File: src/rtl/block_bitmap_allocator_top_macros.svh
// Assertion macros of the block bitmap allocator RTL, included by the sequencer.
// Used by modules that have clk and arst_n in scope; no other dependencies.
`ifndef BLOCK_BITMAP_ALLOCATOR_TOP_MACROS_SVH
`define BLOCK_BITMAP_ALLOCATOR_TOP_MACROS_SVH
`ifndef SYNTHESIS
`define BBA_ASSERT(label, prop, msg) \
	label: assert property (@(posedge clk) disable iff (!arst_n) prop) else $error(msg);
`define BBA_ASSERT_NEVER(label, cond, msg) \
	label: assert property (@(posedge clk) disable iff (!arst_n) !(cond)) else $error(msg);
`else
`define BBA_ASSERT(label, prop, msg)
`define BBA_ASSERT_NEVER(label, cond, msg)
`endif
`endif

File: src/rtl/bba_pkg.sv
// Types, field widths and codes for the block bitmap allocator.
// No dependencies; the RTL files other than the bitmap memory and the macro header refer to it by scoped names.
`default_nettype none
package bba_pkg;
	localparam int unsigned BLOCK_W  = 24;
	localparam int unsigned STATUS_W = 3;
	localparam int unsigned FREE_W   = 17;
	localparam int unsigned MAPS_W   = 4;
	localparam int unsigned ADDR_W   = 4;
	localparam int unsigned DATA_W   = 32;
	localparam int unsigned FREE_MAX = 131071;

	localparam logic REQ_ALLOC = 1'b0;
	localparam logic REQ_FREE  = 1'b1;

	localparam logic [STATUS_W-1:0] ST_OK       = 3'd0;
	localparam logic [STATUS_W-1:0] ST_RANGE    = 3'd1;
	localparam logic [STATUS_W-1:0] ST_NO_MAP   = 3'd2;
	localparam logic [STATUS_W-1:0] ST_ALR_FREE = 3'd3;
	localparam logic [STATUS_W-1:0] ST_FULL     = 3'd4;

	localparam logic [1:0] REG_FIRST = 2'd0;
	localparam logic [1:0] REG_LIMIT = 2'd1;
	localparam logic [1:0] REG_MAPS  = 2'd2;

	localparam logic [BLOCK_W-1:0] FIRST_RST = 24'd1;
	localparam logic [BLOCK_W-1:0] LIMIT_RST = 24'd65536;
	localparam logic [MAPS_W-1:0]  MAPS_RST  = 4'd8;

	typedef struct packed {
		logic [BLOCK_W-1:0] first_data_block;
		logic [BLOCK_W-1:0] block_limit;
		logic [MAPS_W-1:0]  maps_in_use;
	} cfg_t;
endpackage
`default_nettype wire

File: src/rtl/bba_cfg_regs.sv
// APB-style configuration registers of the block bitmap allocator.
// Depends on bba_pkg for the register codes, reset values and cfg_t.
`default_nettype none
module bba_cfg_regs (
	input  wire logic                         clk,
	input  wire logic                         arst_n,
	input  wire logic                         psel,
	input  wire logic                         penable,
	input  wire logic                         pwrite,
	input  wire logic [bba_pkg::ADDR_W-1:0]   paddr,
	input  wire logic [bba_pkg::DATA_W-1:0]   pwdata,
	output logic      [bba_pkg::DATA_W-1:0]   prdata,
	output logic                              pready,
	output bba_pkg::cfg_t                     cfg
);
	bba_pkg::cfg_t cfg_q;
	logic          wr_en;

	assign pready = 1'b1;
	assign wr_en  = psel && penable && pwrite;
	assign cfg    = cfg_q;

	always_ff @(posedge clk or negedge arst_n) begin
		if (!arst_n) begin
			cfg_q.first_data_block <= bba_pkg::FIRST_RST;
			cfg_q.block_limit      <= bba_pkg::LIMIT_RST;
			cfg_q.maps_in_use      <= bba_pkg::MAPS_RST;
		end else if (wr_en) begin
			unique case (paddr[3:2])
				bba_pkg::REG_FIRST: cfg_q.first_data_block <= pwdata[bba_pkg::BLOCK_W-1:0];
				bba_pkg::REG_LIMIT: cfg_q.block_limit      <= pwdata[bba_pkg::BLOCK_W-1:0];
				bba_pkg::REG_MAPS:  cfg_q.maps_in_use      <= pwdata[bba_pkg::MAPS_W-1:0];
				default: ;
			endcase
		end
	end

	always_comb begin
		unique case (paddr[3:2])
			bba_pkg::REG_FIRST: prdata = 32'(cfg_q.first_data_block);
			bba_pkg::REG_LIMIT: prdata = 32'(cfg_q.block_limit);
			bba_pkg::REG_MAPS:  prdata = 32'(cfg_q.maps_in_use);
			default:            prdata = '0;
		endcase
	end
endmodule
`default_nettype wire

File: config.mk
export PLATFORM = sky130hd
export DESIGN_NAME = bba_cfg_regs
export DESIGN_NICKNAME = d
export VERILOG_FILES = /design/src/rtl/block_bitmap_allocator_top_macros.svh /design/src/rtl/bba_pkg.sv /design/src/rtl/bba_cfg_regs.sv
export SDC_FILE = /design/constraint.sdc
export NUM_CORES = 1
export LEC_CHECK = 0
export BUFFER_PORTS_ARGS = -buffer_cell sky130_fd_sc_hd__buf_2
export CAP_MARGIN = 20
export CORE_MARGIN = 4
export CORE_UTILIZATION = 39
export DETAILED_ROUTE_END_ITERATION = 10
export GPL_TIMING_DRIVEN = 1
export PLACE_DENSITY = 0.7
export REMOVE_ABC_BUFFERS = 1
export SLEW_MARGIN = 20
export SYNTH_ARGS = -nofsm -noshare
export SYNTH_HDL_FRONTEND = slang
export SYNTH_SLANG_ARGS = --single-unit
File: constraint.sdc
create_clock -name clk -period 2 [get_ports clk]
set_input_delay 0.1 -clock clk [delete_from_list [all_inputs] [get_ports clk]]
set_output_delay 0.1 -clock clk [all_outputs]
set_load 0.01 [all_outputs]
==> flow_metrics.py, run 1 <==
metrics = {
    "logic_synthesis": {
        "synth.most_common_cell": "dfrtp_1",
        "syn_area_sq_um": 2500,
        "synth_edf_count": 0,
        "ys_warn_count": 0,
        "synth_top_area_share_pct": 49.0,
        "netlist-cell-type-count": 18,
        "netlist_instances": 183,
        "ys.flop_type": "dfrtp_1",
        "yosysSeqAreaShare_pct": 52.2,
        "avgSynthCellArea_sq_um": 13.7,
        "synthArstFlopShare_pct": 100,
        "ys_ff_latch": 52,
        "synth_area_leader_cell": "dfrtp_1",
        "synth_commonest_cells": "49 x dfrtp_1, 32 x mux2_2, 24 x mux2i_1",
        "synth.area.top_cells": "dfrtp_1 49%, mux2_2 14%, mux2_4 12%, mux2i_1 9.6%, dfstp_2 3.2%",
    },
    "power_and_ir_drop": {
        "peakVddDrop_mv": 0.379,
        "p_total_mw": 3.28,
        "power.leakage_nw": 1.76,
        "powerDensity_nw_per_um2": 1020,
    },
    "placement": {
        "place_area_sq_um": 3090,
        "dpl_worst_slack_ps": 537,
        "place_congestion": 0.688,
        "dpl.hpwl_mm": 4.34,
        "dp.cells": 359,
        "port_buffers": 106,
    },
    "finish": {
        "drive_above_1_share_pct": 60.8,
        "regArea_sq_um": 1310,
        "fin_cells": 368,
        "fill_cells": 548,
        "final_core_util_pct": 53.2,
        "diodes": 0,
        "multi_input_area_sq_um": 1090,
        "nets": 333,
        "areaGrowthSynthToFinish_pct": 29.1,
        "finish.instance_area_sq_um": 3230,
        "largest_reg_flops": 52,
    },
    "timing": {
        "min_period_over_period_pct": 71.7,
        "hold_viol": 0,
        "worst_slack_ps": 565,
        "setup_viol": 0,
        "slew_viol_final": 0,
        "relSlewSlack_pct": 58.8,
        "finalClockSkew_ps": 0,
        "setup_tns_ps": 0,
        "rsz0062_at_grt": "no",
        "tightest_slew_ps": 619,
        "whs_ps": 44.9,
        "fmax_ghz": 0.697,
        "final.min_clock_period_ps": 1430,
    },
    "worst_setup_path": {
        "worst-setup-path-type": "in2out",
        "worstPathRequired_ps": 1900,
        "cp_max_fo": 15,
        "startpoint_type": "input pin",
        "endpoint_kind": "primary output",
        "cp.arrival_ps": 1330,
    },
    "grt": {
        "antenna_found_initial": 0,
        "grt_pass1_vias": 1776,
        "grt_max_degree": 28,
        "grt_pass1_wl_mm": 9.18,
        "globalRouteTotalUtil_pct": 15.3,
        "gr-total-overflow": 0,
    },
    "detailed_routing": {
        "drt_iter0_drc": 46,
        "drt-pass1-iter-count": 4,
        "ant_nets": 0,
        "vias_per_cell": 4.83,
        "vias": 1777,
        "drc": 0,
        "wl_mm": 5.70,
        "wl_per_cell_um": 15.5,
    },
    "floorplanning": {
        "die_w_um": 88.1,
        "ios": 126,
        "die_h_um": 88.1,
        "start_util_pct": 41.2,
        "rows": 28,
        "coreArea_sq_um": 6060,
        "dieArea_sq_um": 7750,
    },
    "clock_tree": {
        "clockBufferDepth": 2,
        "clkTransAtPathRegs_ps": 90,
        "clk_latency_ps": 290,
        "cts-root-buf": "clkbuf_8",
        "cts_tree": "yes",
        "clock-sinks": 52,
        "cts-buffers-inserted": 5,
        "cts_resized": 0,
        "htree_levels": 2,
        "cts_setup_buffers": 0,
    },
    "hold_path": {
        "hp-class": "in2reg",
    },
    "job": {
        "drv_cap": 0,
    },
    "status": {
        "outcome": "complete, no violations",
    },
}
worst paths after layout:
check	slack [ps]	cells past startpoint	startpoint	to
max in group asynchronous	1020	3	arst_n	cfg[20]
min in group asynchronous	350	2	arst_n	cfg[4]
setup reg to reg	1200	1	cfg[1]	cfg[1]
setup / recovery	570	6	paddr[3]	prdata[0]
hold reg to reg	540	1	cfg[39]	cfg[39]
hold / removal	40	2	pwdata[10]	cfg[14]
worst max-delay path, cell delays in order:
cell and delay (ps):
buf_2 290, buf_4 280, nor2b_1 340, nand2_1 90
o21ai_0 70, buf_2 150
layout by cell type, fill, tap and decap left out:
master,synthesis,routed
dfrtp_1,49,49
mux2_4,20,20
nor3_4,0,1
conb_1,2,9
nand2_1,4,4
o21ai_0,4,4
bufinv_16,0,1
nand3_1,1,1
dfstp_2,3,3
clkbuf_8,0,7
buf_2,6,106
nor2b_1,1,1
buf_4,9,7
nor2_1,20,20
or3b_1,1,1
mux2_2,32,32
dlygate4sd3_1,0,1
buf_12,0,1
mux2i_1,24,24
nor3b_1,1,1
layout make-up:
| type | count | area share, % |
|---|---|---|
| Clock inverter | 1 | 0.931 |
| Sequential cell | 52 | 40.4 |
| Multi-Input combinational cell | 118 | 33.7 |
| Clock buffer | 7 | 2.99 |
| Tap cell | 75 | 2.91 |
| Timing Repair Buffer | 115 | 19.0 |
per-layer routing:
layer | GRT usage (%) | share of wire [%]
met1 | 19.6 | 42
met2 | 26.0 | 49
met3 | 4.70 | 8.7
met4 | 2.88 | 0.26
met5 | 0 | 0
power by group:
part	internal, mW	switching [mW]	leakage (nW)
clock network	0.442	0.327	0.0645
logic	0.543	0.469	1.06
registers	1.31	0.188	0.632
total	2.29	0.984	1.76
kinds of logic (layout without fill, tap and decap cells):
family | count (synthesis) | count (layout) | synth area share (%)
buf+inv | 20 | 123 | 5.56
compound gates | 4 | 4 | 0.801
other cells | 2 | 9 | 0.300
mux | 76 | 76 | 36.0
simple gates | 29 | 29 | 5.11
flops | 52 | 52 | 52.2
what timing repair did:
item                                    4_1_cts  5_1_grt
hold endpoints to repair                     23        0
endpoints found under the setup margin        0        0
hold buffers                                  1        0
Note: power is estimated with default switching activity, not from simulation.
==> run 2: changes to the inputs <==
==> constraint.sdc (replaced) <==
create_clock -name clk -period 1.5 [get_ports clk]
set_input_delay 0.075 -clock clk [delete_from_list [all_inputs] [get_ports clk]]
set_output_delay 0.075 -clock clk [all_outputs]
set_load 0.01 [all_outputs]
==> flow_metrics.py, run 2 (synthesized netlist as in run 1, its figures left out) <==
metrics = {
    "worst_setup_path": {
        "ff2ff_path_depth": 1,
        "ff2ff_setup_slack_ps": 720,
        "worstPathRequired_ps": 1420,
        "critPathLaunch": "cfg[20]",
        "cp.arrival_ps": 1190,
        "startpoint_type": "flop",
        "r2r-end": "cfg[15]",
        "r2r_start": "cfg[15]",
        "cp_max_fo": 3,
        "endpoint_kind": "primary output",
        "endpoint": "prdata[16]",
        "worst-setup-path-type": "reg2out",
    },
    "floorplanning": {
        "coreArea_sq_um": 6060,
        "dieArea_sq_um": 7750,
        "ios": 126,
        "die_h_um": 88.1,
        "die_w_um": 88.1,
        "start_util_pct": 41.2,
        "rows": 28,
    },
    "detailed_routing": {
        "drt_iter0_drc": 43,
        "wl_mm": 5.50,
        "drt-pass1-iter-count": 3,
        "wl_per_cell_um": 14.8,
        "ant_nets": 0,
        "vias": 1792,
        "vias_per_cell": 4.83,
        "drc": 0,
    },
    "hold_path": {
        "min_from": "pwdata[10]",
        "hp-class": "in2reg",
    },
    "finish": {
        "fin_cells": 371,
        "nets": 336,
        "largest_reg_flops": 52,
        "final_core_util_pct": 52.9,
        "final_cell_mix": "106 x buf_2, 49 x dfrtp_1, 32 x mux2_2, 24 x mux2i_1",
        "diodes": 0,
        "layout.cells.most_common": "buf_2",
        "areaGrowthSynthToFinish_pct": 28.2,
        "drive_above_1_share_pct": 60.5,
    },
    "timing": {
        "hold_viol": 0,
        "rsz0062_at_grt": "no",
        "slew_viol_final": 0,
        "min_period_over_period_pct": 84.3,
        "whs_ps": 22.0,
        "setup_tns_ps": 0,
        "final.min_clock_period_ps": 1260,
        "setup_viol": 0,
        "finalClockSkew_ps": 0,
        "fmax_ghz": 0.791,
    },
    "grt": {
        "grt_max_degree": 53,
        "grt_pass1_wl_mm": 8.66,
        "gr-total-overflow": 0,
        "globalRouteTotalUtil_pct": 14.1,
        "grt_pass1_vias": 1750,
        "antenna_found_initial": 0,
    },
    "power_and_ir_drop": {
        "peakVddDrop_mv": 0.624,
        "powerDensity_nw_per_um2": 1280,
        "power.leakage_nw": 1.75,
    },
    "clock_tree": {
        "htree_levels": 2,
        "clockBufferDepth": 2,
        "cts-root-buf": "clkbuf_8",
        "cts_setup_buffers": 0,
        "clock-sinks": 52,
        "clk_latency_ps": 290,
        "clkTransAtPathRegs_ps": 90,
        "cts_tree": "yes",
        "cts-buffers-inserted": 5,
    },
    "placement": {
        "place_congestion": 0.702,
        "port_buffers": 106,
        "dp.cells": 362,
        "dpl.hpwl_mm": 4.23,
    },
    "status": {
        "outcome": "complete, no violations",
    },
    "job": {
        "drv_cap": 0,
    },
}
[run 2: cell types whose count changed in the layout (fill, tap and decap cells not counted), sizes merged]
cell,change
buf,+3
bufinv,-1
clkinv,+1
[run 2: area by class of cell]
cell class | count | area (sq um)
clock buffer | 7 | 76.3
sequential | 52 | 1310
fill | 547 | 2860
clock inverter | 1 | 5.00
tap | 75 | 93.8
timing repair buffer | 118 | 636
multi-input combinational | 118 | 1090
[run 2: what timing repair did]
action / 4_1_cts / 5_1_grt
endpoints found under the hold margin: 49 / 0
hold buffers: 1 / 0
resized for setup: 0 / 0
[run 2: where the power goes]
group | internal [mW] | switching [mW] | total, mW
registers | 1.74 | 0.244 | 1.99
clock network | 0.328 | 0.422 | 0.751
logic | 0.729 | 0.620 | 1.35
[run 2: stage by stage]
stage / worst slack (ps) / power (mW) / instance area, sq um
final: 235 / 4.09 / 3200
after global routing: 173 / 4.36 / 3200
after CTS: 208 / 4.17 / 3200
after detailed placement: 162 / 3.39 / 3110
after global placement: 184 / 3.34 / 3110
after floorplan: -183 / 2.73 / 2390
[run 2: routing by layer]
metal / track usage [%] / vias to the layer above / part of all wire [%]
met2: 24.0 / 74 / 49
met5: 0 / - / 0
met3: 3.76 / 5 / 9.1
met4: 2.88 / 0 / 0.73
li1: - / 838 / -
met1: 18.3 / 875 / 41
[run 2: critical path, stage by stage, from the launching register on]
cell and delay (ps):
dfstp_2 550, mux2i_1 70, nor2_1 120, buf_2 150
[run 2: worst min path at each step]
stage              end  slack, ps  depth (start not counted)
2_1_floorplan   cfg[0]       -220                          0
3_3_place_gp   cfg[18]         90                          2
3_5_place_dp   cfg[18]         90                          2
4_1_cts        cfg[14]          6                          2
5_1_grt        cfg[14]          4                          2
6_report       cfg[14]         20                          2
==> run 3: changes to the inputs <==
--- a/config.mk
+++ b/config.mk
@@ -11,7 +11,7 @@
 export CORE_UTILIZATION = 39
 export DETAILED_ROUTE_END_ITERATION = 10
 export GPL_TIMING_DRIVEN = 1
-export PLACE_DENSITY = 0.7
+export PLACE_DENSITY = 0.73
 export REMOVE_ABC_BUFFERS = 1
 export SLEW_MARGIN = 20
 export SYNTH_ARGS = -nofsm -noshare
==> constraint.sdc (replaced) <==
create_clock -name clk -period 1.1 [get_ports clk]
set_input_delay 0.055 -clock clk [delete_from_list [all_inputs] [get_ports clk]]
set_output_delay 0.055 -clock clk [all_outputs]
set_load 0.01 [all_outputs]
==> flow_metrics.py, run 3 (synthesized netlist as in run 1, its figures left out) <==
metrics = {
    "floorplanning": {
        "ios": 126,
        "die_w_um": 88.1,
        "coreArea_sq_um": 6060,
        "dieArea_sq_um": 7750,
        "start_util_pct": 41.2,
        "die_h_um": 88.1,
        "rows": 28,
    },
    "grt": {
        "gr-total-overflow": 0,
        "grt_max_degree": 53,
        "grt_pass1_vias": 2067,
        "grt_pass1_wl_mm": 9.94,
        "globalRouteTotalUtil_pct": 16.3,
        "antenna_found_initial": 0,
    },
    "status": {
        "outcome": "finished with violations",
        "violations": "setup timing",
    },
    "finish": {
        "diodes": 0,
        "fill_cells": 497,
        "final_cell_mix": "103 x buf_2, 49 x dfrtp_1, 37 x buf_4, 32 x mux2_2, 24 x mux2i_1",
        "largest_reg_flops": 52,
        "areaGrowthSynthToFinish_pct": 47.5,
        "layout.cells.most_common": "buf_2",
        "finish.instance_area_sq_um": 3690,
        "drive_above_1_share_pct": 61.7,
        "nets": 385,
    },
    "placement": {
        "place_area_sq_um": 3160,
        "place_congestion": 0.778,
        "dpl.hpwl_mm": 4.37,
        "port_buffers": 106,
    },
    "timing": {
        "final.min_clock_period_ps": 1260,
        "min_period_over_period_pct": 114,
        "fmax_ghz": 0.794,
        "whs_ps": 13.7,
        "setup_tns_ps": -346,
        "setup_viol": 7,
        "hold_viol": 0,
        "rsz0062_at_grt": "yes",
        "worst_slack_ps": -159,
        "finalClockSkew_ps": 0,
        "slew_viol_final": 0,
    },
    "clock_tree": {
        "clkTransAtPathRegs_ps": 100,
        "clock-sinks": 52,
        "cts-buffers-inserted": 5,
        "cts-root-buf": "clkbuf_8",
        "clockBufferDepth": 2,
        "clk_latency_ps": 300,
        "cts_tree": "yes",
        "htree_levels": 2,
    },
    "detailed_routing": {
        "drt-pass1-iter-count": 4,
        "wl_per_cell_um": 15.2,
        "ant_nets": 0,
        "wl_mm": 6.37,
        "vias_per_cell": 4.73,
        "drt_iter0_drc": 77,
        "drc": 0,
        "vias": 1987,
    },
    "power_and_ir_drop": {
        "powerDensity_nw_per_um2": 1720,
        "power.leakage_nw": 2.01,
        "p_total_mw": 6.34,
        "peakVddDrop_mv": 0.881,
    },
    "worst_setup_path": {
        "critPathLaunch": "cfg[28]",
        "r2r_start": "cfg[13]",
        "endpoint_kind": "primary output",
        "worst-setup-path-type": "reg2out",
        "crit_slowest_cell": "dfstp_2",
        "ff2ff_setup_slack_ps": 200,
        "cp.arrival_ps": 1200,
        "cp_max_fo": 2,
        "worstPathRequired_ps": 1040,
        "path_cells": "mux2i_1, o21ai_1, buf_2",
        "startpoint_type": "flop",
        "slowest_delay_ps": 550,
    },
    "hold_path": {
        "hp-class": "in2reg",
        "min_from": "pwdata[3]",
    },
    "job": {
        "drv_cap": 0,
    },
}
==> run 3: changes by cell type in the layout (fill, tap and decap cells not counted), sizes merged <==
cell,delta
buf,+31
bufinv,+1
clkbuf,-1
dlygate4sd3,+18
==> run 3: routing by layer <==
layer | part of all wire (%) | up-vias | global-route usage [%]
li1 | - | 934 | -
met1 | 42 | 975 | 20.6
met2 | 51 | 74 | 29.1
met3 | 7.0 | 4 | 3.67
met4 | 0.41 | 0 | 2.88
met5 | 0 | - | 0
==> run 3: what timing repair did <==
| item | CTS | global route |
|---|---|---|
| hold buffers | 16 | 3 |
| setup endpoints to repair | 17 | 26 |
| resized for setup | 8 | 3 |
| pin swaps | 0 | 2 |
| endpoints found under the hold margin | 72 | 3 |
| buffers inserted | 18 | 9 |
==> run 3: area by class of cell <==
cell class / instances / area (sq um) / share of cell area [%]
well taps: 75 / 93.8 / 2.54
clock buffers: 6 / 72.6 / 1.97
flip-flops and latches: 52 / 1310 / 35.4
repair buffers: 167 / 1090 / 29.6
multi-input cells: 118 / 1090 / 29.6
clock inverters: 2 / 35.0 / 0.950
==> run 3: path summary, 6_finish.rpt <==
path                       depth (start not counted)         to
setup / recovery                                   3  prdata[0]
hold reg to reg                                    1    cfg[37]
max in group asynchronous                          3     cfg[3]
hold / removal                                     2     cfg[7]
min in group asynchronous                          3    cfg[41]
setup reg to reg                                   2    cfg[13]
==> run 3: worst max-delay path, delay by kind of cell, from the launching register on <==
| kind | cells | cell delay, ps |
|---|---|---|
| AO/OA/AOI/OAI | 1 | 140 |
| buffers and inverters | 1 | 150 |
| multiplexers | 1 | 70 |
| flip-flops | 1 | 550 |
==> run 3: stage by stage <==
| stage | setup WS (ps) | utilization, % | std cells |
|---|---|---|---|
| 2_1_floorplan | -563 | - | 170 |
| 3_3_place_gp | -249 | 52.1 | 366 |
| 3_5_place_dp | -276 | 52.1 | 366 |
| 4_1_cts | -167 | 59.0 | 408 |
| 5_1_grt | -200 | 60.9 | 420 |
| 6_report | -159 | 60.9 | 420 |
==> run 3: where the power goes <==
group | total, mW | leakage (nW) | switching [mW] | internal [mW]
sequential | 2.69 | 0.632 | 0.312 | 2.38
clock | 1.28 | 0.0552 | 0.605 | 0.676
combinational | 2.37 | 1.32 | 1.00 | 1.36
