### src/rtl/block_bitmap_allocator_top_macros.svh
// Assertion macros of the block bitmap allocator RTL, included by the sequencer.
// Used by modules that have clk and arst_n in scope; no other dependencies.
`ifndef BLOCK_BITMAP_ALLOCATOR_TOP_MACROS_SVH
`define BLOCK_BITMAP_ALLOCATOR_TOP_MACROS_SVH
`ifndef SYNTHESIS
`define BBA_ASSERT(label, prop, msg) \
	label: assert property (@(posedge clk) disable iff (!arst_n) prop) else $error(msg);
`define BBA_ASSERT_NEVER(label, cond, msg) \
	label: assert property (@(posedge clk) disable iff (!arst_n) !(cond)) else $error(msg);
`else
`define BBA_ASSERT(label, prop, msg)
`define BBA_ASSERT_NEVER(label, cond, msg)
`endif
`endif

### src/rtl/bba_pkg.sv
// Types, field widths and codes for the block bitmap allocator.
// No dependencies; the RTL files other than the bitmap memory and the macro header refer to it by scoped names.
`default_nettype none
package bba_pkg;
	localparam int unsigned BLOCK_W  = 24;
	localparam int unsigned STATUS_W = 3;
	localparam int unsigned FREE_W   = 17;
	localparam int unsigned MAPS_W   = 4;
	localparam int unsigned ADDR_W   = 4;
	localparam int unsigned DATA_W   = 32;
	localparam int unsigned FREE_MAX = 131071;

	localparam logic REQ_ALLOC = 1'b0;
	localparam logic REQ_FREE  = 1'b1;

	localparam logic [STATUS_W-1:0] ST_OK       = 3'd0;
	localparam logic [STATUS_W-1:0] ST_RANGE    = 3'd1;
	localparam logic [STATUS_W-1:0] ST_NO_MAP   = 3'd2;
	localparam logic [STATUS_W-1:0] ST_ALR_FREE = 3'd3;
	localparam logic [STATUS_W-1:0] ST_FULL     = 3'd4;

	localparam logic [1:0] REG_FIRST = 2'd0;
	localparam logic [1:0] REG_LIMIT = 2'd1;
	localparam logic [1:0] REG_MAPS  = 2'd2;

	localparam logic [BLOCK_W-1:0] FIRST_RST = 24'd1;
	localparam logic [BLOCK_W-1:0] LIMIT_RST = 24'd65536;
	localparam logic [MAPS_W-1:0]  MAPS_RST  = 4'd8;

	typedef struct packed {
		logic [BLOCK_W-1:0] first_data_block;
		logic [BLOCK_W-1:0] block_limit;
		logic [MAPS_W-1:0]  maps_in_use;
	} cfg_t;
endpackage
`default_nettype wire

### src/rtl/bba_ifs.sv
// Request and response channel interfaces of the block bitmap allocator.
// Depends on bba_pkg for the field widths.
`default_nettype none
interface bba_req_if;
	logic                          valid;
	logic                          ready;
	logic                          req_type;
	logic [bba_pkg::BLOCK_W-1:0]   block_number;
	modport source (output valid, output req_type, output block_number, input ready);
	modport sink (input valid, input req_type, input block_number, output ready);
endinterface

interface bba_resp_if;
	logic                          valid;
	logic                          ready;
	logic [bba_pkg::BLOCK_W-1:0]   allocated_block;
	logic [bba_pkg::STATUS_W-1:0]  status;
	logic [bba_pkg::FREE_W-1:0]    free_count;
	modport source (output valid, output allocated_block, output status,
		output free_count, input ready);
	modport sink (input valid, input allocated_block, input status,
		input free_count, output ready);
endinterface
`default_nettype wire

### src/rtl/bba_seq.sv
// Sequencer of the block bitmap allocator: free check, word scan, bit search,
// per-map counters and free count. Depends on bba_pkg, the channel
// interfaces and the assertion macro header.
`default_nettype none
`include "block_bitmap_allocator_top_macros.svh"
module bba_seq #(
	parameter int unsigned BITS_PER_MAP = 8192,
	parameter int unsigned MAX_MAPS     = 8,
	parameter int unsigned WORD_BITS    = 64,
	localparam int unsigned WORD_COUNT  = (MAX_MAPS * BITS_PER_MAP) / WORD_BITS,
	localparam int unsigned AW          = $clog2(WORD_COUNT)
) (
	input  wire logic                 clk,
	input  wire logic                 arst_n,
	bba_req_if.sink                   req,
	bba_resp_if.source                resp,
	input  wire bba_pkg::cfg_t        cfg,
	output logic                      mem_we,
	output logic [AW-1:0]             mem_waddr,
	output logic [WORD_BITS-1:0]      mem_wdata,
	output logic                      mem_re,
	output logic [AW-1:0]             mem_raddr,
	input  wire logic [WORD_BITS-1:0] mem_rdata
);
	localparam int unsigned TOTAL   = MAX_MAPS * BITS_PER_MAP;
	localparam int unsigned LOG_WB  = $clog2(WORD_BITS);
	localparam int unsigned LOG_BPM = $clog2(BITS_PER_MAP);
	localparam int unsigned LOG_WPM = $clog2(BITS_PER_MAP / WORD_BITS);
	localparam int unsigned GW      = AW + LOG_WB;
	localparam int unsigned CW      = $clog2(WORD_COUNT + 1);
	localparam int unsigned TBW     = $clog2(TOTAL + 1);
	localparam int unsigned UW      = $clog2(BITS_PER_MAP + 1);
	localparam int unsigned AMW     = $clog2(MAX_MAPS + 1);
	localparam int unsigned MW      = (MAX_MAPS > 1) ? $clog2(MAX_MAPS) : 1;
	localparam int unsigned XW      = bba_pkg::BLOCK_W + 1;

	localparam logic [3:0] S_CLR   = 4'd0;
	localparam logic [3:0] S_IDLE  = 4'd1;
	localparam logic [3:0] S_FCHK  = 4'd2;
	localparam logic [3:0] S_FSUB  = 4'd3;
	localparam logic [3:0] S_FMAP  = 4'd4;
	localparam logic [3:0] S_FWAIT = 4'd5;
	localparam logic [3:0] S_SCAN  = 4'd6;
	localparam logic [3:0] S_BITS  = 4'd7;
	localparam logic [3:0] S_AWR   = 4'd8;
	localparam logic [3:0] S_ACHK  = 4'd9;
	localparam logic [3:0] S_SUM   = 4'd10;
	localparam logic [3:0] S_RESP  = 4'd11;

	logic [3:0]                   state_q;
	logic [AW-1:0]                clr_idx_q;
	logic                         req_type_q;
	logic [bba_pkg::BLOCK_W-1:0]  blk_q;
	logic [XW-1:0]                g_q;
	logic [XW-1:0]                j_q;
	logic [CW-1:0]                issue_q;
	logic                         rvalid_q;
	logic [AW-1:0]                ridx_q;
	logic [AW-1:0]                widx_q;
	logic [WORD_BITS-1:0]         orig_q;
	logic [WORD_BITS-1:0]         word_q;
	logic [LOG_WB-1:0]            bcnt_q;
	logic [UW-1:0]                map_used_q [MAX_MAPS];
	logic [AMW-1:0]               sum_idx_q;
	logic [TBW-1:0]               sum_q;
	logic [bba_pkg::BLOCK_W-1:0]  res_block_q;
	logic [bba_pkg::STATUS_W-1:0] status_q;
	logic                         out_valid_q;
	logic [bba_pkg::BLOCK_W-1:0]  out_block_q;
	logic [bba_pkg::STATUS_W-1:0] out_status_q;
	logic [bba_pkg::FREE_W-1:0]   out_free_q;

	logic [AMW-1:0]       act;
	logic [CW-1:0]        wlim;
	logic [TBW-1:0]       total_bits;
	logic [TBW-1:0]       free_w;
	logic [GW-1:0]        found_bit;
	logic [MW-1:0]        map_free;
	logic [MW-1:0]        map_alloc;
	logic [MW-1:0]        mu_idx;
	logic [UW-1:0]        mu_rd;
	logic                 map_ok;
	logic                 free_bit;
	logic                 scan_hit;
	logic                 scan_issue;
	logic                 accept;
	logic                 out_free;

	// Maps beyond the built capacity count as the capacity.
	assign act = ({1'b0, cfg.maps_in_use} > 5'(MAX_MAPS)) ? AMW'(MAX_MAPS)
		: AMW'(cfg.maps_in_use);
	assign wlim       = CW'(32'(act) << LOG_WPM);
	assign total_bits = TBW'(32'(act) << LOG_BPM);
	assign free_w     = total_bits - sum_q;

	assign found_bit = {widx_q, bcnt_q};
	assign map_free  = XW'(g_q >> LOG_BPM) == '0 ? '0 : MW'(g_q >> LOG_BPM);
	assign map_alloc = MW'(found_bit >> LOG_BPM);
	assign map_ok    = (g_q >> LOG_BPM) < XW'(act);
	assign free_bit  = mem_rdata[g_q[LOG_WB-1:0]];

	assign scan_hit   = rvalid_q && !(&mem_rdata);
	assign scan_issue = !scan_hit && (issue_q < wlim);

	assign req.ready = (state_q == S_IDLE);
	assign accept    = req.valid && (state_q == S_IDLE);
	assign out_free  = !out_valid_q || resp.ready;

	assign resp.valid           = out_valid_q;
	assign resp.allocated_block = out_block_q;
	assign resp.status          = out_status_q;
	assign resp.free_count      = out_free_q;

	always_comb begin
		priority if (state_q == S_SUM) begin
			mu_idx = MW'(sum_idx_q);
		end else if (state_q == S_FWAIT) begin
			mu_idx = map_free;
		end else begin
			mu_idx = map_alloc;
		end
	end
	assign mu_rd = map_used_q[mu_idx];

	always_comb begin
		mem_we    = 1'b0;
		mem_waddr = clr_idx_q;
		mem_wdata = '0;
		mem_re    = 1'b0;
		mem_raddr = issue_q[AW-1:0];
		unique case (state_q)
			S_CLR: begin
				mem_we = 1'b1;
			end
			S_FMAP: begin
				mem_re    = map_ok;
				mem_raddr = g_q[GW-1:LOG_WB];
			end
			S_FWAIT: begin
				mem_we    = free_bit;
				mem_waddr = g_q[GW-1:LOG_WB];
				mem_wdata = mem_rdata & ~(WORD_BITS'(1) << g_q[LOG_WB-1:0]);
			end
			S_SCAN: begin
				mem_re = scan_issue;
			end
			S_AWR: begin
				mem_we    = 1'b1;
				mem_waddr = widx_q;
				mem_wdata = orig_q | (WORD_BITS'(1) << bcnt_q);
			end
			default: ;
		endcase
	end

	always_ff @(posedge clk or negedge arst_n) begin
		if (!arst_n) begin
			state_q     <= S_CLR;
			clr_idx_q   <= '0;
			rvalid_q    <= 1'b0;
			out_valid_q <= 1'b0;
			issue_q     <= '0;
			sum_idx_q   <= '0;
			for (int i = 0; i < MAX_MAPS; i++) begin
				map_used_q[i] <= '0;
			end
		end else begin
			if (state_q == S_RESP && out_free) begin
				out_valid_q <= 1'b1;
			end else if (resp.ready) begin
				out_valid_q <= 1'b0;
			end
			unique case (state_q)
				S_CLR: begin
					clr_idx_q <= clr_idx_q + AW'(1);
					if (clr_idx_q == AW'(WORD_COUNT - 1)) begin
						state_q <= S_IDLE;
					end
				end
				S_IDLE: begin
					if (accept) begin
						req_type_q  <= req.req_type;
						blk_q       <= req.block_number;
						res_block_q <= '0;
						status_q    <= bba_pkg::ST_OK;
						sum_q       <= '0;
						sum_idx_q   <= '0;
						issue_q     <= '0;
						rvalid_q    <= 1'b0;
						state_q     <= (req.req_type == bba_pkg::REQ_FREE) ? S_FCHK : S_SCAN;
					end
				end
				S_FCHK: begin
					if (blk_q < cfg.first_data_block || blk_q >= cfg.block_limit) begin
						status_q <= bba_pkg::ST_RANGE;
						state_q  <= S_SUM;
					end else begin
						state_q <= S_FSUB;
					end
				end
				S_FSUB: begin
					g_q     <= XW'(blk_q) - XW'(cfg.first_data_block) + XW'(1);
					state_q <= S_FMAP;
				end
				S_FMAP: begin
					if (map_ok) begin
						state_q <= S_FWAIT;
					end else begin
						status_q <= bba_pkg::ST_NO_MAP;
						state_q  <= S_SUM;
					end
				end
				S_FWAIT: begin
					if (free_bit) begin
						map_used_q[mu_idx] <= mu_rd - UW'(1);
					end else begin
						status_q <= bba_pkg::ST_ALR_FREE;
					end
					state_q <= S_SUM;
				end
				S_SCAN: begin
					// Reads are issued back to back; each word is checked in the cycle after its read is issued.
					if (scan_hit) begin
						orig_q   <= mem_rdata;
						word_q   <= mem_rdata;
						widx_q   <= ridx_q;
						bcnt_q   <= '0;
						rvalid_q <= 1'b0;
						state_q  <= S_BITS;
					end else if (scan_issue) begin
						ridx_q   <= issue_q[AW-1:0];
						issue_q  <= issue_q + CW'(1);
						rvalid_q <= 1'b1;
					end else begin
						rvalid_q <= 1'b0;
						status_q <= bba_pkg::ST_FULL;
						state_q  <= S_SUM;
					end
				end
				S_BITS: begin
					if (!word_q[0]) begin
						state_q <= S_AWR;
					end else begin
						word_q <= word_q >> 1;
						bcnt_q <= bcnt_q + LOG_WB'(1);
					end
				end
				S_AWR: begin
					map_used_q[mu_idx] <= mu_rd + UW'(1);
					j_q     <= XW'(found_bit) + XW'(cfg.first_data_block) - XW'(1);
					state_q <= S_ACHK;
				end
				S_ACHK: begin
					// Bit zero of the first map lies one below the first data block.
					if (found_bit == '0 || j_q >= XW'(cfg.block_limit)) begin
						status_q <= bba_pkg::ST_RANGE;
					end else begin
						res_block_q <= j_q[bba_pkg::BLOCK_W-1:0];
					end
					state_q <= S_SUM;
				end
				S_SUM: begin
					if (sum_idx_q < act) begin
						sum_q     <= sum_q + TBW'(mu_rd);
						sum_idx_q <= sum_idx_q + AMW'(1);
					end else begin
						state_q <= S_RESP;
					end
				end
				S_RESP: begin
					if (out_free) begin
						out_block_q  <= res_block_q;
						out_status_q <= status_q;
						out_free_q   <= (32'(free_w) > bba_pkg::FREE_MAX)
							? bba_pkg::FREE_W'(bba_pkg::FREE_MAX) : bba_pkg::FREE_W'(free_w);
						state_q      <= S_IDLE;
					end
				end
				default: state_q <= S_IDLE;
			endcase
		end
	end

	`BBA_ASSERT(a_bits_word_has_zero, (state_q == S_BITS) |-> !(&word_q), "bit search on a full word")
	`BBA_ASSERT(a_sum_within_total, (state_q == S_RESP) |-> (sum_q <= total_bits), "used count above map bits")
	`BBA_ASSERT_NEVER(a_full_with_block, resp.valid && resp.status == bba_pkg::ST_FULL && resp.allocated_block != '0, "full response carries a block")
	`BBA_ASSERT_NEVER(a_alloc_on_free_path, (state_q == S_AWR) && (req_type_q == bba_pkg::REQ_FREE), "allocate write during a free")
endmodule
`default_nettype wire

### src/flat_wrapper.sv
// flat-port wrapper written by rule: the top's interface ports become plain ports
module bba_seq_flat 
#(
	parameter int unsigned BITS_PER_MAP = 8192,
	parameter int unsigned MAX_MAPS     = 8,
	parameter int unsigned WORD_BITS    = 64,
	localparam int unsigned WORD_COUNT  = (MAX_MAPS * BITS_PER_MAP) / WORD_BITS,
	localparam int unsigned AW          = $clog2(WORD_COUNT)
)
  (clk, arst_n, cfg, mem_we, mem_waddr, mem_wdata, mem_re, mem_raddr, mem_rdata, req_valid, req_req_type, req_block_number, req_ready, resp_valid, resp_allocated_block, resp_status, resp_free_count, resp_ready);
  bba_req_if req_i ();
  bba_resp_if resp_i ();
  input  wire logic clk;
  input  wire logic arst_n;
  input  wire bba_pkg::cfg_t cfg;
  output logic mem_we;
  output logic [AW-1:0] mem_waddr;
  output logic [WORD_BITS-1:0] mem_wdata;
  output logic mem_re;
  output logic [AW-1:0] mem_raddr;
  input  wire logic [WORD_BITS-1:0] mem_rdata;
  input wire logic [$bits(req_i.valid)-1:0] req_valid;
  input wire logic [$bits(req_i.req_type)-1:0] req_req_type;
  input wire logic [$bits(req_i.block_number)-1:0] req_block_number;
  output wire logic [$bits(req_i.ready)-1:0] req_ready;
  output wire logic [$bits(resp_i.valid)-1:0] resp_valid;
  output wire logic [$bits(resp_i.allocated_block)-1:0] resp_allocated_block;
  output wire logic [$bits(resp_i.status)-1:0] resp_status;
  output wire logic [$bits(resp_i.free_count)-1:0] resp_free_count;
  input wire logic [$bits(resp_i.ready)-1:0] resp_ready;
  assign req_i.valid = req_valid;
  assign req_i.req_type = req_req_type;
  assign req_i.block_number = req_block_number;
  assign req_ready = req_i.ready;
  assign resp_valid = resp_i.valid;
  assign resp_allocated_block = resp_i.allocated_block;
  assign resp_status = resp_i.status;
  assign resp_free_count = resp_i.free_count;
  assign resp_i.ready = resp_ready;
  bba_seq #(.BITS_PER_MAP(BITS_PER_MAP), .MAX_MAPS(MAX_MAPS), .WORD_BITS(WORD_BITS)) u_core (.clk(clk), .arst_n(arst_n), .req(req_i), .resp(resp_i), .cfg(cfg), .mem_we(mem_we), .mem_waddr(mem_waddr), .mem_wdata(mem_wdata), .mem_re(mem_re), .mem_raddr(mem_raddr), .mem_rdata(mem_rdata));
endmodule
### config.mk
export PLATFORM = sky130hd
export DESIGN_NAME = bba_seq_flat
export DESIGN_NICKNAME = d
export VERILOG_FILES = /design/src/rtl/bba_pkg.sv /design/src/rtl/bba_ifs.sv /design/src/rtl/bba_seq.sv /design/src/flat_wrapper.sv
export VERILOG_INCLUDE_DIRS = /design/src /design/src/rtl
export SDC_FILE = /design/constraint.sdc
export NUM_CORES = 1
export LEC_CHECK = 0
export ABC_AREA = 1
export BUFFER_PORTS_ARGS = -buffer_cell sky130_fd_sc_hd__buf_4
export CAP_MARGIN = 20
export CORE_MARGIN = 2
export CORE_UTILIZATION = 35
export CTS_CLUSTER_DIAMETER = 60
export DETAILED_ROUTE_END_ITERATION = 10
export REMOVE_ABC_BUFFERS = 1
export SETUP_SLACK_MARGIN = 0.02
export SYNTH_ARGS = -nofsm -noshare
export SYNTH_HDL_FRONTEND = slang
export SYNTH_SLANG_ARGS = --single-unit
### constraint.sdc
create_clock -name clk -period 11.2 [get_ports clk]
set_input_delay 1.12 -clock clk [delete_from_list [all_inputs] [get_ports clk]]
set_output_delay 1.12 -clock clk [all_outputs]
set_load 0.03 [all_outputs]
==> run metrics <==
run status finished, final reports clean; min cycle time layout 6260 ps; clock transition time at the flip-flop clock pins of the worst setup and hold paths about 60 ps; most frequently used cell type in the post-synthesis netlist sky130_fd_sc_hd__nand2_1; mean instance size in the synthesized netlist between 8 and 9 sq um; final std cell area, no fill about 32000 sq um; largest net degree at the start of global routing 70; Crit Reg-Reg Endpoint u_core.sum_q[16]$_SDFFCE_PN0P_; Static Leak 14.2 nW; starting density of the core approximately a third; buffers inserted by post-CTS timing repair 0; Final Slew Violations 0; power density over the cells approximately 200 nW/um^2; net switching power of the design approximately 0.0024 W; width of the die 282 um; register share of total power between 30% and 40%; die height ~280 um; worst-case headroom to the max-slew limit between 20 and 25%; growth of design area from synthesis to finish 18.4%; cell row count 102; post-detailed-route count of antenna-violating nets 0; top-area cell type share of the netlist area a little over a third; number of synthesized register bits 459; PostCTS Resize Cnt 0; total via count in the routed design 23200; post-detailed-placement half-perimeter wirelength roughly 64 mm; Critical Path Slowest Stage Cell sky130_fd_sc_hd__nand2_2; Internal Power between 0.003 and 0.004 W; initial antenna violation count 4; dominant synthesized flop cell sky130_fd_sc_hd__edfxtp_1; Util after Layout 41.6%; Worst Setup End Kind flop; Clock Path Buffers 3; clock tree from TritonCTS built; Bufs and invs on worst path 7; Routed wire per std cell around 20 um; min-delay worst type in2async; cell count after synthesis between 3000 and 4000; total grt overflow 0; clock latency at the later pin of the worst-skew pair approximately 630 ps; Floorplan Core Area 77100 sq um; Post-synth top cells sky130_fd_sc_hd__nand2_1, sky130_fd_sc_hd__inv_1, sky130_fd_sc_hd__edfxtp_1; gate family responsible for the most delay along the worst path simple AND/OR/NAND/NOR gates; Clk pwr share between 20% and 30%; floorplan die area about 80000 sq um; Worst EP required 11560 ps; MaxCap Viol Count 0; all-layer global routing usage 21.8%; count of pins on the block boundary 277; input/output buffers roughly 280; most numerous cell on the critical path sky130_fd_sc_hd__nand2_1; first drt pass iteration count 5; Peak VDD IR 0.142 mV; Syn. warnings 0; data arrival time at the worst-slack endpoint 6620 ps; cell type with the largest total area after synthesis sky130_fd_sc_hd__edfxtp_1; leading post-synthesis cells by cell area sky130_fd_sc_hd__edfxtp_1, sky130_fd_sc_hd__dfrtp_1, sky130_fd_sc_hd__nand2_1; count of final setup violators 0; unrepaired setup endpoints after global routing false; routability congestion estimate 0.875; switching share of power 38.9%; crit path kind reg2reg; final setup skew 31.1 ps; Post-Synthesis Cell Area ~27000 sq um; iteration-0 DRC count of the detailed router approximately 2500; wire length of the first global-routing pass 132 mm; detail-routed via count per cell approximately 5.3; Yosys cell types 59; share of total power in combinational logic between 30% and 40%; reg-to-reg setup timing slack between 4000 and 5000 ps; Peak Freq approximately 160 MHz; number of cell instances on the worst register-to-register path 34; actual slew at the worst max-slew pin approximately 1200 ps; fraction of registers with async set or reset after synthesis between 30% and 40%; vias in the first global route around 22000; highest cell delay on the worst timing path around 600 ps; sum of negative setup slack 0 ps; cell chosen for the clock root sky130_fd_sc_hd__clkbuf_16; share of final-layout standard cells stronger than drive strength 1 ~14%; sequential share of the synthesized area about half; number of design rule violations left after detail routing 0; CTS Buf Count 56; nature of the critical path startpoint flop; startpoint of the worst-slack reg-to-reg timing path u_core.state_q[0]$_DFFE_PN0P_; Final Hold Viols 0; CTS H-tree depth 2; NumNets Final 3645; largest fanout on the critical path 48; number of flops mapped to enable cells by yosys roughly 320; TritonCTS Sinks roughly 460; period utilisation layout a little under three fifths; detailed-route wire length a little under 90 mm; # hold bufs at CTS 0; Placement Cell Area approximately 30000 sq um
==> stage by stage <==
stage | hold slack, ps | instances | power (W) | setup slack (ps)
finish | 395 | 4402 | 0.00626 | 4940
global placement | 401 | 4294 | 0.00441 | 5100
CTS | 392 | 4399 | 0.00627 | 4900
detailed placement | 405 | 4294 | 0.00442 | 5070
floorplan | 400 | 2953 | 0.00362 | 3840
global route | 401 | 4402 | 0.00660 | 4370
==> registers in the layout, summed over array words and instances (netlist names), 11 cells and up <==
| name | cells |
|---|---|
| u_core.g_q | 25 |
| u_core.sum_q | 17 |
| u_core.res_block_q | 24 |
| u_core.blk_q | 24 |
| u_core.j_q | 25 |
| u_core.issue_q | 11 |
| u_core.resp.free_count | 17 |
| u_core.resp.allocated_block | 24 |
| u_core.word_q | 64 |
| u_core.orig_q | 64 |
| u_core.map_used_q | 112 |
==> power by group through the flow <==
stage | Sequential (W) | Combinational [W] | Clock [W]
2_1_floorplan | 0.00225 | 0.00138 | 0
3_3_place_gp | 0.00228 | 0.00213 | 0
3_5_place_dp | 0.00228 | 0.00214 | 0
4_1_cts | 0.00225 | 0.00215 | 0.00187
5_1_grt | 0.00228 | 0.00238 | 0.00195
6_report | 0.00225 | 0.00216 | 0.00184
==> how the worst max path moves through the flow <==
stage / startpoint / to / slack [ps] / cells after the start
2_1_floorplan: u_core.state_q[2]$_DFFE_PN0P_ / u_core.bcnt_q[0]$_SDFFCE_PN0P_ / 3840 / 6
3_3_place_gp: u_core.state_q[0]$_DFFE_PN0P_ / u_core.sum_q[16]$_SDFFCE_PN0P_ / 5100 / 34
3_5_place_dp: u_core.state_q[0]$_DFFE_PN0P_ / u_core.sum_q[16]$_SDFFCE_PN0P_ / 5070 / 34
4_1_cts: u_core.state_q[0]$_DFFE_PN0P_ / u_core.sum_q[16]$_SDFFCE_PN0P_ / 4900 / 34
5_1_grt: u_core.state_q[2]$_DFFE_PN0P_ / u_core.sum_q[16]$_SDFFCE_PN0P_ / 4370 / 34
6_report: u_core.state_q[0]$_DFFE_PN0P_ / u_core.sum_q[16]$_SDFFCE_PN0P_ / 4940 / 34
==> placed cells by master, fill, tap and decap left out, types with 64 or more instances in the layout <==
cell,count
sky130_fd_sc_hd__a21oi_1,112
sky130_fd_sc_hd__buf_4,300
sky130_fd_sc_hd__dfrtp_1,143
sky130_fd_sc_hd__edfxtp_1,316
sky130_fd_sc_hd__ha_1,174
sky130_fd_sc_hd__inv_1,356
sky130_fd_sc_hd__nand2_1,709
sky130_fd_sc_hd__nand3_1,169
sky130_fd_sc_hd__nand4_1,64
sky130_fd_sc_hd__nor2_1,189
sky130_fd_sc_hd__o21ai_0,270
==> logic make-up after synthesis <==
kind of cell / synth area share [%]
compound gates: 12.6
xor+xnor: 2.59
fa+ha+maj: 9.07
buf+inv: 7.11
flops: 48.2
simple gates: 20.4
==> layout make-up <==
type	instances	area (sq um)
multi-input combinational	2118	12100
tap	1040	1300
inverter	376	1420
sequential	459	13100
clock buffer	71	1540
timing repair buffer	301	2260
fill	7763	45000
antenna	3	7.51
clock inverter	34	325
==> routing by layer <==
metal | track usage [%] | part of all wire (%) | vias up
li1 | - | - | 11000
met1 | 30.4 | 43 | 11100
met2 | 34.4 | 46 | 1024
met3 | 3.31 | 7.7 | 161
met4 | 7.53 | 3.2 | 0
met5 | 0 | 0 | -
No activity file was read; power rests on OpenSTA's default activity.
